==> src/rtl/mpfb_pkg.sv <==
`timescale 1ns / 1ps
package mpfb_pkg;

  // geometry defaults
  localparam int SCREEN_WIDTH_DEF = 128;
  localparam int SCREEN_PAGES_DEF = 8;

  // signed coordinate width for all internal position math
  localparam int CW = 12;

  // command codes
  localparam logic [3:0] CMD_CLEAR   = 4'd0;
  localparam logic [3:0] CMD_PIXEL   = 4'd1;
  localparam logic [3:0] CMD_FILL    = 4'd2;
  localparam logic [3:0] CMD_CHAR    = 4'd3;
  localparam logic [3:0] CMD_BOLD    = 4'd4;
  localparam logic [3:0] CMD_BOLD_Y  = 4'd5;
  localparam logic [3:0] CMD_BCLR_Y  = 4'd6;
  localparam logic [3:0] CMD_CHAR2X  = 4'd7;
  localparam logic [3:0] CMD_SCROLL  = 4'd8;
  localparam logic [3:0] CMD_BAR     = 4'd9;
  localparam logic [3:0] CMD_READ    = 4'd10;

  // glyph code range and substitute
  localparam logic [7:0] CODE_LO   = 8'd32;
  localparam logic [7:0] CODE_HI   = 8'd126;
  localparam logic [7:0] CODE_SUBST = 8'd63;

  // per-command operands handed from the sequencer to the byte datapath
  typedef struct packed {
    logic [3:0]           typ;
    logic                 on;
    logic signed [CW-1:0] xa;
    logic signed [CW-1:0] ya;
    logic signed [CW-1:0] xhi;
    logic signed [CW-1:0] plo;
    logic signed [CW-1:0] alo;
    logic signed [CW-1:0] ahi;
    logic signed [CW-1:0] blo;
    logic signed [CW-1:0] bhi;
    logic signed [CW-1:0] bxlo;
    logic signed [CW-1:0] bxhi;
    logic [4:0][7:0]      glyph;
  } mpfb_op_t;

  function automatic logic signed [CW-1:0] clampc(input logic signed [CW-1:0] v,
                                                  input logic signed [CW-1:0] lo,
                                                  input logic signed [CW-1:0] hi);
    logic signed [CW-1:0] r;
    r = v;
    if (v < lo) r = lo;
    else if (v > hi) r = hi;
    return r;
  endfunction

  // 5x7 font, codes 32..126, five columns each, LSB on top
  localparam logic [7:0] FONT [0:474] = '{
    8'h00,8'h00,8'h00,8'h00,8'h00, 8'h00,8'h00,8'h5F,8'h00,8'h00, 8'h00,8'h07,8'h00,8'h07,8'h00,
    8'h14,8'h7F,8'h14,8'h7F,8'h14, 8'h24,8'h2A,8'h7F,8'h2A,8'h12, 8'h23,8'h13,8'h08,8'h64,8'h62,
    8'h36,8'h49,8'h55,8'h22,8'h50, 8'h00,8'h05,8'h03,8'h00,8'h00, 8'h00,8'h1C,8'h22,8'h41,8'h00,
    8'h00,8'h41,8'h22,8'h1C,8'h00, 8'h08,8'h2A,8'h1C,8'h2A,8'h08, 8'h08,8'h08,8'h3E,8'h08,8'h08,
    8'h00,8'h50,8'h30,8'h00,8'h00, 8'h08,8'h08,8'h08,8'h08,8'h08, 8'h00,8'h60,8'h60,8'h00,8'h00,
    8'h20,8'h10,8'h08,8'h04,8'h02, 8'h3E,8'h51,8'h49,8'h45,8'h3E, 8'h00,8'h42,8'h7F,8'h40,8'h00,
    8'h42,8'h61,8'h51,8'h49,8'h46, 8'h21,8'h41,8'h45,8'h4B,8'h31, 8'h18,8'h14,8'h12,8'h7F,8'h10,
    8'h27,8'h45,8'h45,8'h45,8'h39, 8'h3C,8'h4A,8'h49,8'h49,8'h30, 8'h01,8'h71,8'h09,8'h05,8'h03,
    8'h36,8'h49,8'h49,8'h49,8'h36, 8'h06,8'h49,8'h49,8'h29,8'h1E, 8'h00,8'h36,8'h36,8'h00,8'h00,
    8'h00,8'h56,8'h36,8'h00,8'h00, 8'h00,8'h08,8'h14,8'h22,8'h41, 8'h14,8'h14,8'h14,8'h14,8'h14,
    8'h41,8'h22,8'h14,8'h08,8'h00, 8'h02,8'h01,8'h51,8'h09,8'h06, 8'h32,8'h49,8'h79,8'h41,8'h3E,
    8'h7E,8'h11,8'h11,8'h11,8'h7E, 8'h7F,8'h49,8'h49,8'h49,8'h36, 8'h3E,8'h41,8'h41,8'h41,8'h22,
    8'h7F,8'h41,8'h41,8'h22,8'h1C, 8'h7F,8'h49,8'h49,8'h49,8'h41, 8'h7F,8'h09,8'h09,8'h01,8'h01,
    8'h3E,8'h41,8'h41,8'h51,8'h32, 8'h7F,8'h08,8'h08,8'h08,8'h7F, 8'h00,8'h41,8'h7F,8'h41,8'h00,
    8'h20,8'h40,8'h41,8'h3F,8'h01, 8'h7F,8'h08,8'h14,8'h22,8'h41, 8'h7F,8'h40,8'h40,8'h40,8'h40,
    8'h7F,8'h02,8'h04,8'h02,8'h7F, 8'h7F,8'h04,8'h08,8'h10,8'h7F, 8'h3E,8'h41,8'h41,8'h41,8'h3E,
    8'h7F,8'h09,8'h09,8'h09,8'h06, 8'h3E,8'h41,8'h51,8'h21,8'h5E, 8'h7F,8'h09,8'h19,8'h29,8'h46,
    8'h46,8'h49,8'h49,8'h49,8'h31, 8'h01,8'h01,8'h7F,8'h01,8'h01, 8'h3F,8'h40,8'h40,8'h40,8'h3F,
    8'h1F,8'h20,8'h40,8'h20,8'h1F, 8'h7F,8'h20,8'h18,8'h20,8'h7F, 8'h63,8'h14,8'h08,8'h14,8'h63,
    8'h03,8'h04,8'h78,8'h04,8'h03, 8'h61,8'h51,8'h49,8'h45,8'h43, 8'h00,8'h00,8'h7F,8'h41,8'h41,
    8'h02,8'h04,8'h08,8'h10,8'h20, 8'h41,8'h41,8'h7F,8'h00,8'h00, 8'h04,8'h02,8'h01,8'h02,8'h04,
    8'h40,8'h40,8'h40,8'h40,8'h40, 8'h00,8'h01,8'h02,8'h04,8'h00, 8'h20,8'h54,8'h54,8'h54,8'h78,
    8'h7F,8'h48,8'h44,8'h44,8'h38, 8'h38,8'h44,8'h44,8'h44,8'h20, 8'h38,8'h44,8'h44,8'h48,8'h7F,
    8'h38,8'h54,8'h54,8'h54,8'h18, 8'h08,8'h7E,8'h09,8'h01,8'h02, 8'h08,8'h14,8'h54,8'h54,8'h3C,
    8'h7F,8'h08,8'h04,8'h04,8'h78, 8'h00,8'h44,8'h7D,8'h40,8'h00, 8'h20,8'h40,8'h44,8'h3D,8'h00,
    8'h00,8'h7F,8'h10,8'h28,8'h44, 8'h00,8'h41,8'h7F,8'h40,8'h00, 8'h7C,8'h04,8'h18,8'h04,8'h78,
    8'h7C,8'h08,8'h04,8'h04,8'h78, 8'h38,8'h44,8'h44,8'h44,8'h38, 8'h7C,8'h14,8'h14,8'h14,8'h08,
    8'h08,8'h14,8'h14,8'h18,8'h7C, 8'h7C,8'h08,8'h04,8'h04,8'h08, 8'h48,8'h54,8'h54,8'h54,8'h20,
    8'h04,8'h3F,8'h44,8'h40,8'h20, 8'h3C,8'h40,8'h40,8'h20,8'h7C, 8'h1C,8'h20,8'h40,8'h20,8'h1C,
    8'h3C,8'h40,8'h30,8'h40,8'h3C, 8'h44,8'h28,8'h10,8'h28,8'h44, 8'h0C,8'h50,8'h50,8'h50,8'h3C,
    8'h44,8'h64,8'h54,8'h4C,8'h44, 8'h00,8'h08,8'h36,8'h41,8'h00, 8'h00,8'h00,8'h7F,8'h00,8'h00,
    8'h00,8'h41,8'h36,8'h08,8'h00, 8'h08,8'h04,8'h08,8'h10,8'h08
  };

endpackage

==> src/rtl/mpfb_byte_alu.sv <==
`timescale 1ns / 1ps
module mpfb_byte_alu (
  input  mpfb_pkg::mpfb_op_t          op,
  input  logic signed [mpfb_pkg::CW-1:0] x,
  input  logic signed [mpfb_pkg::CW-1:0] p,
  input  logic [7:0]                  old_byte,
  input  logic [7:0]                  nb_byte,
  output logic [7:0]                  new_byte
);
  import mpfb_pkg::*;

  logic signed [CW-1:0] c;
  logic signed [CW-1:0] row0;
  logic [7:0]           g0, g1, gpair, g2x;
  logic [7:0]           ma, mb, gm, bgm;
  logic [15:0]          e;

  // glyph column at a signed offset, zero outside the five columns
  function automatic logic [7:0] gsel(input logic [4:0][7:0] g,
                                      input logic signed [CW-1:0] k);
    logic [7:0] r;
    r = 8'h00;
    if (k >= 0 && k <= 4) r = g[k[2:0]];
    return r;
  endfunction

  // row mask of one page against an inclusive row range
  function automatic logic [7:0] rmask(input logic signed [CW-1:0] r0,
                                       input logic signed [CW-1:0] lo,
                                       input logic signed [CW-1:0] hi);
    logic [7:0]           m;
    logic signed [CW-1:0] y;
    for (int b = 0; b < 8; b++) begin
      y = r0 + CW'(b);
      m[b] = (y >= lo) && (y <= hi);
    end
    return m;
  endfunction

  always_comb begin
    c     = x - op.xa;
    row0  = p <<< 3;
    g0    = gsel(op.glyph, c);
    g1    = gsel(op.glyph, c - CW'(1));
    gpair = g0 | g1;
    g2x   = gsel(op.glyph, c >>> 1);
    ma    = rmask(row0, op.alo, op.ahi);
    mb    = rmask(row0, op.blo, op.bhi);
    bgm   = (x >= op.bxlo && x <= op.bxhi) ? ma : 8'h00;

    // glyph pixels placed at a free row offset
    for (int b = 0; b < 8; b++) begin
      logic signed [CW-1:0] d;
      d = row0 + CW'(b) - op.ya;
      gm[b] = (d >= 0 && d <= 6) ? gpair[d[2:0]] : 1'b0;
    end

    // doubled glyph column, two bits per source pixel
    for (int b = 0; b < 8; b++) begin
      e[2*b]   = g2x[b];
      e[2*b+1] = g2x[b];
    end

    unique case (op.typ)
      CMD_CLEAR:  new_byte = 8'h00;
      CMD_PIXEL:  new_byte = op.on ? (old_byte | ma) : (old_byte & ~ma);
      CMD_FILL:   new_byte = old_byte | ma;
      CMD_CHAR:   new_byte = g0;
      CMD_BOLD:   new_byte = (c == CW'(6)) ? 8'h00 : (old_byte | gpair);
      CMD_BOLD_Y: new_byte = old_byte | gm;
      CMD_BCLR_Y: new_byte = (old_byte | bgm) & ~gm;
      CMD_CHAR2X: new_byte = (p == op.plo) ? e[7:0] : e[15:8];
      CMD_SCROLL: new_byte = (old_byte & ~ma) | ((x < op.xhi) ? (nb_byte & ma) : 8'h00);
      CMD_BAR:    new_byte = (old_byte & ~ma) | mb;
      default:    new_byte = old_byte;
    endcase
  end

endmodule

==> config.mk <==
export PLATFORM = sky130hd
export DESIGN_NAME = mpfb_byte_alu
export DESIGN_NICKNAME = d
export VERILOG_FILES = /design/src/rtl/mpfb_pkg.sv /design/src/rtl/mpfb_byte_alu.sv
export SDC_FILE = /design/constraint.sdc
export NUM_CORES = 1
export LEC_CHECK = 0
export ABC_AREA = 1
export BUFFER_PORTS_ARGS = -buffer_cell sky130_fd_sc_hd__buf_4
export CAP_MARGIN = 10
export CORE_MARGIN = 2
export CORE_UTILIZATION = 50
export DETAILED_ROUTE_END_ITERATION = 6
export PLACE_DENSITY = 0.8
export SYNTH_ARGS = -nofsm -noshare
export SYNTH_HDL_FRONTEND = slang
export SYNTH_SLANG_ARGS = --single-unit
==> constraint.sdc <==
create_clock -name vclk -period 3.4
set_clock_uncertainty 0.1 [all_clocks]
set_input_delay 0.17 -clock vclk [all_inputs]
set_output_delay 0.17 -clock vclk [all_outputs]
set_load 0.05 [all_outputs]
==> flow_metrics.tcl <==
set metrics [dict create \
    synth_warnings 0 \
    ctsHoldBuffers 0 \
    syn_area_mm2 0.008203 \
    wl_per_cell_um 15.30 \
    grt_pass1_vias 10500 \
    syn_nets 1850 \
    grt_use_total_pct 33.62 \
    num_antenna_cells 0 \
    worst_pin_slew_ns 0.8668 \
    hold_viol 0 \
    synthCells 1530 \
    dp_hpwl_um 26200 \
    gr-total-overflow 0 \
    regArea_um2 0 \
    die_x_um 132.1 \
    rsz0062_at_grt "yes" \
    holdPathStages 4 \
    ys_seq_area_share_pct 0 \
    fmax_mhz 285.2 \
    start_util_pct 51.45 \
    worstSetupPathType "in -> out" \
    path_max_fanout 6 \
    dp.cells 2042 \
    fin_cells 2059 \
    setup_violations 8 \
    drtIter0Drc 1058 \
    hold_path_end "new_byte[4]" \
    wirelength_um 31510 \
    rows 46 \
    clock_buffers 0 \
    num_vias 11460 \
    relSlewSlack_pct 41.77 \
    n_sequential_cell 0 \
    startpoint_type "primary input" \
    period_minus_slack_ns 3.506 \
    fin_crit_sh_pct 103.1 \
    fin_util_pct 72.63 \
    violations "setup timing" \
    numPortBuffers 213 \
    yosys.area.top_type "nand2_1" \
    globalplace.congestion 1.061 \
    outcome "finished, violations left" \
    grt_pass1_wl_um 49940 \
    dr.pass1.iters 6 \
    vdd.ir_drop.worst_v 0.00009159 \
    leakagePower_uw 0.006368 \
    syn_to_final_growth_pct 41.17 \
    crit_arrival_ns 3.24 \
    fin_nets 2165 \
    required_ns 3.13 \
    grt_max_degree 26 \
    boundaryPins 213 \
    power_uw 2148 \
    setup_slack_ns -0.1062 \
    power_density_mw_per_mm2 185.5 \
    core_area_mm2 0.01594 \
    endpoint_kind "primary output" \
    synth_cell_types 49 \
    nFillCells 1415 \
    min_path_type "in -> out" \
    antenna_found_initial 0 \
    fin_area_mm2 0.01158 \
    maxCapViolCount 0 \
    viasPerCell 5.568 \
    remaining_drc_errors 0 \
    drive_gt1_share_pct 25.94 \
    synth_top_area_share_pct 17.34 \
    place_area_mm2 0.01098 \
    synth_area_leaders "nand2_1 17%, ha_1 17%, inv_1 12%" \
    die_area_mm2 0.01745 \
    final_antenna_net_count 0 \
    syn_area_per_cell_um2 5.361 \
    worstHoldStart "old_byte[4]" \
    finalMaxSlewViolations 0 \
    die_h_um 132.1 \
]
==> synthesized netlist by cell type, types with 2 or more instances <==
cell type,count
a211oi_1,8
a21oi_1,134
a21oi_2,3
a22oi_1,7
a31oi_1,3
and3_1,3
buf_1,2
buf_2,15
clkbuf_1,11
clkinv_1,2
fa_1,3
ha_1,112
inv_1,254
inv_2,6
nand2_1,379
nand2_2,9
nand2_4,2
nand3_1,127
nand3_2,2
nand3b_1,3
nand4_1,56
nor2_1,118
nor2_2,2
nor2_4,3
nor3_1,30
nor3b_1,3
nor4_1,7
o2111ai_1,2
o211ai_1,7
o21a_1,2
o21ai_0,96
o21ai_1,6
o21ai_2,2
o21bai_1,3
o22ai_1,2
o41ai_1,2
or2_2,15
xnor2_1,12
xor2_1,67
==> timing repair <==
item,CTS,global route
cloned,0,1
setup endpoints to repair,8,8
buffers inserted,6,10
hold endpoints to repair,0,0
pin swaps,17,57
gates resized for setup,24,83
==> area by class of cell <==
type                       instances  area, µm²  share of cell area (%)
multi-input combinational       1240       7645                   66.02
tap                              216      270.3                   2.334
inverter                         262       1001                   8.644
timing repair buffer             341       2664                   23.00
==> stage by stage <==
| stage | setup slack (ns) | hold slack (ns) | TNS, ns |
|---|---|---|---|
| floorplan | 0.01246 | 0.4783 | 0 |
| global placement | -0.1184 | 0.6972 | -0.6098 |
| detailed placement | -0.2102 | 0.6979 | -1.329 |
| CTS | 0.001277 | 0.6626 | 0 |
| global route | -0.3019 | 0.6695 | -2.078 |
| finish | -0.1062 | 0.6542 | -0.5649 |
==> worst max-delay path by stage <==
stage	start	endpoint	slack [ns]	cells past startpoint
3_3_place_gp	x[0]	new_byte[5]	-0.12	19
3_5_place_dp	x[0]	new_byte[5]	-0.21	19
4_1_cts	x[0]	new_byte[5]	0.001	25
5_1_grt	x[0]	new_byte[5]	-0.30	21
2_1_floorplan	x[0]	new_byte[1]	0.01	23
6_report	x[0]	new_byte[5]	-0.11	21
==> cells in the final DEF (no fill, tap or decap), types with 8 or more instances in the layout <==
| cell type | Yosys | final |
|---|---|---|
| a21oi_2 | 3 | 11 |
| nand2_1 | 379 | 359 |
| xor2_1 | 67 | 67 |
| a21oi_1 | 134 | 122 |
| nor3_1 | 30 | 29 |
| or2_2 | 15 | 14 |
| o21ai_0 | 96 | 95 |
| nor2_1 | 118 | 116 |
| xnor2_1 | 12 | 12 |
| nand3_4 | 0 | 17 |
| inv_1 | 254 | 250 |
| ha_1 | 112 | 108 |
| nand3_2 | 2 | 23 |
| nand4_1 | 56 | 56 |
| buf_8 | 0 | 8 |
| nand2_2 | 9 | 26 |
| nand3_1 | 127 | 89 |
| buf_4 | 1 | 326 |
| inv_2 | 6 | 8 |
==> cell families (layout without fill, tap and decap cells) <==
| group | Yosys count | in the layout | synth area share (%) |
|---|---|---|---|
| XOR/XNOR | 79 | 79 | 8.435 |
| buffers and inverters | 291 | 603 | 13.59 |
| adder cells (fa/ha/maj) | 115 | 115 | 17.82 |
| AO/OA/AOI/OAI | 283 | 283 | 18.82 |
| AND/OR/NAND/NOR | 762 | 763 | 41.34 |
==> metal layers <==
metal	vias up	GRT usage [%]	part of all wire, %	wire [µm]
met1	5049	46.47	42	13310
met2	653	55.96	45	14120
met4	0	7.428	2.7	851
met3	76	3.845	10	3225
li1	5686	-	-	-
met5	-	0	0	0
==> power by group <==
part | switching [µW] | internal, µW
clock | 0 | 0
sequential | 0 | 0
combinational | 1280 | 870
==> critical path, cell delays in order <==
cell	delay (ns)
buf_8	0.08
inv_6	0.03
ha_4	0.15
fa_2	0.62
buf_6	0.15
buf_4	0.12
nor2_1	0.06
nor2_1	0.10
a21oi_1	0.08
a211oi_1	0.29
buf_4	0.18
nand4_1	0.16
nand3_1	0.15
nand2_1	0.09
nand2_1	0.06
nand2_1	0.08
nand2_1	0.08
nand3_2	0.11
a21oi_2	0.19
nand3_4	0.11
buf_8	0.16
Power figures use the tool's default switching activity.
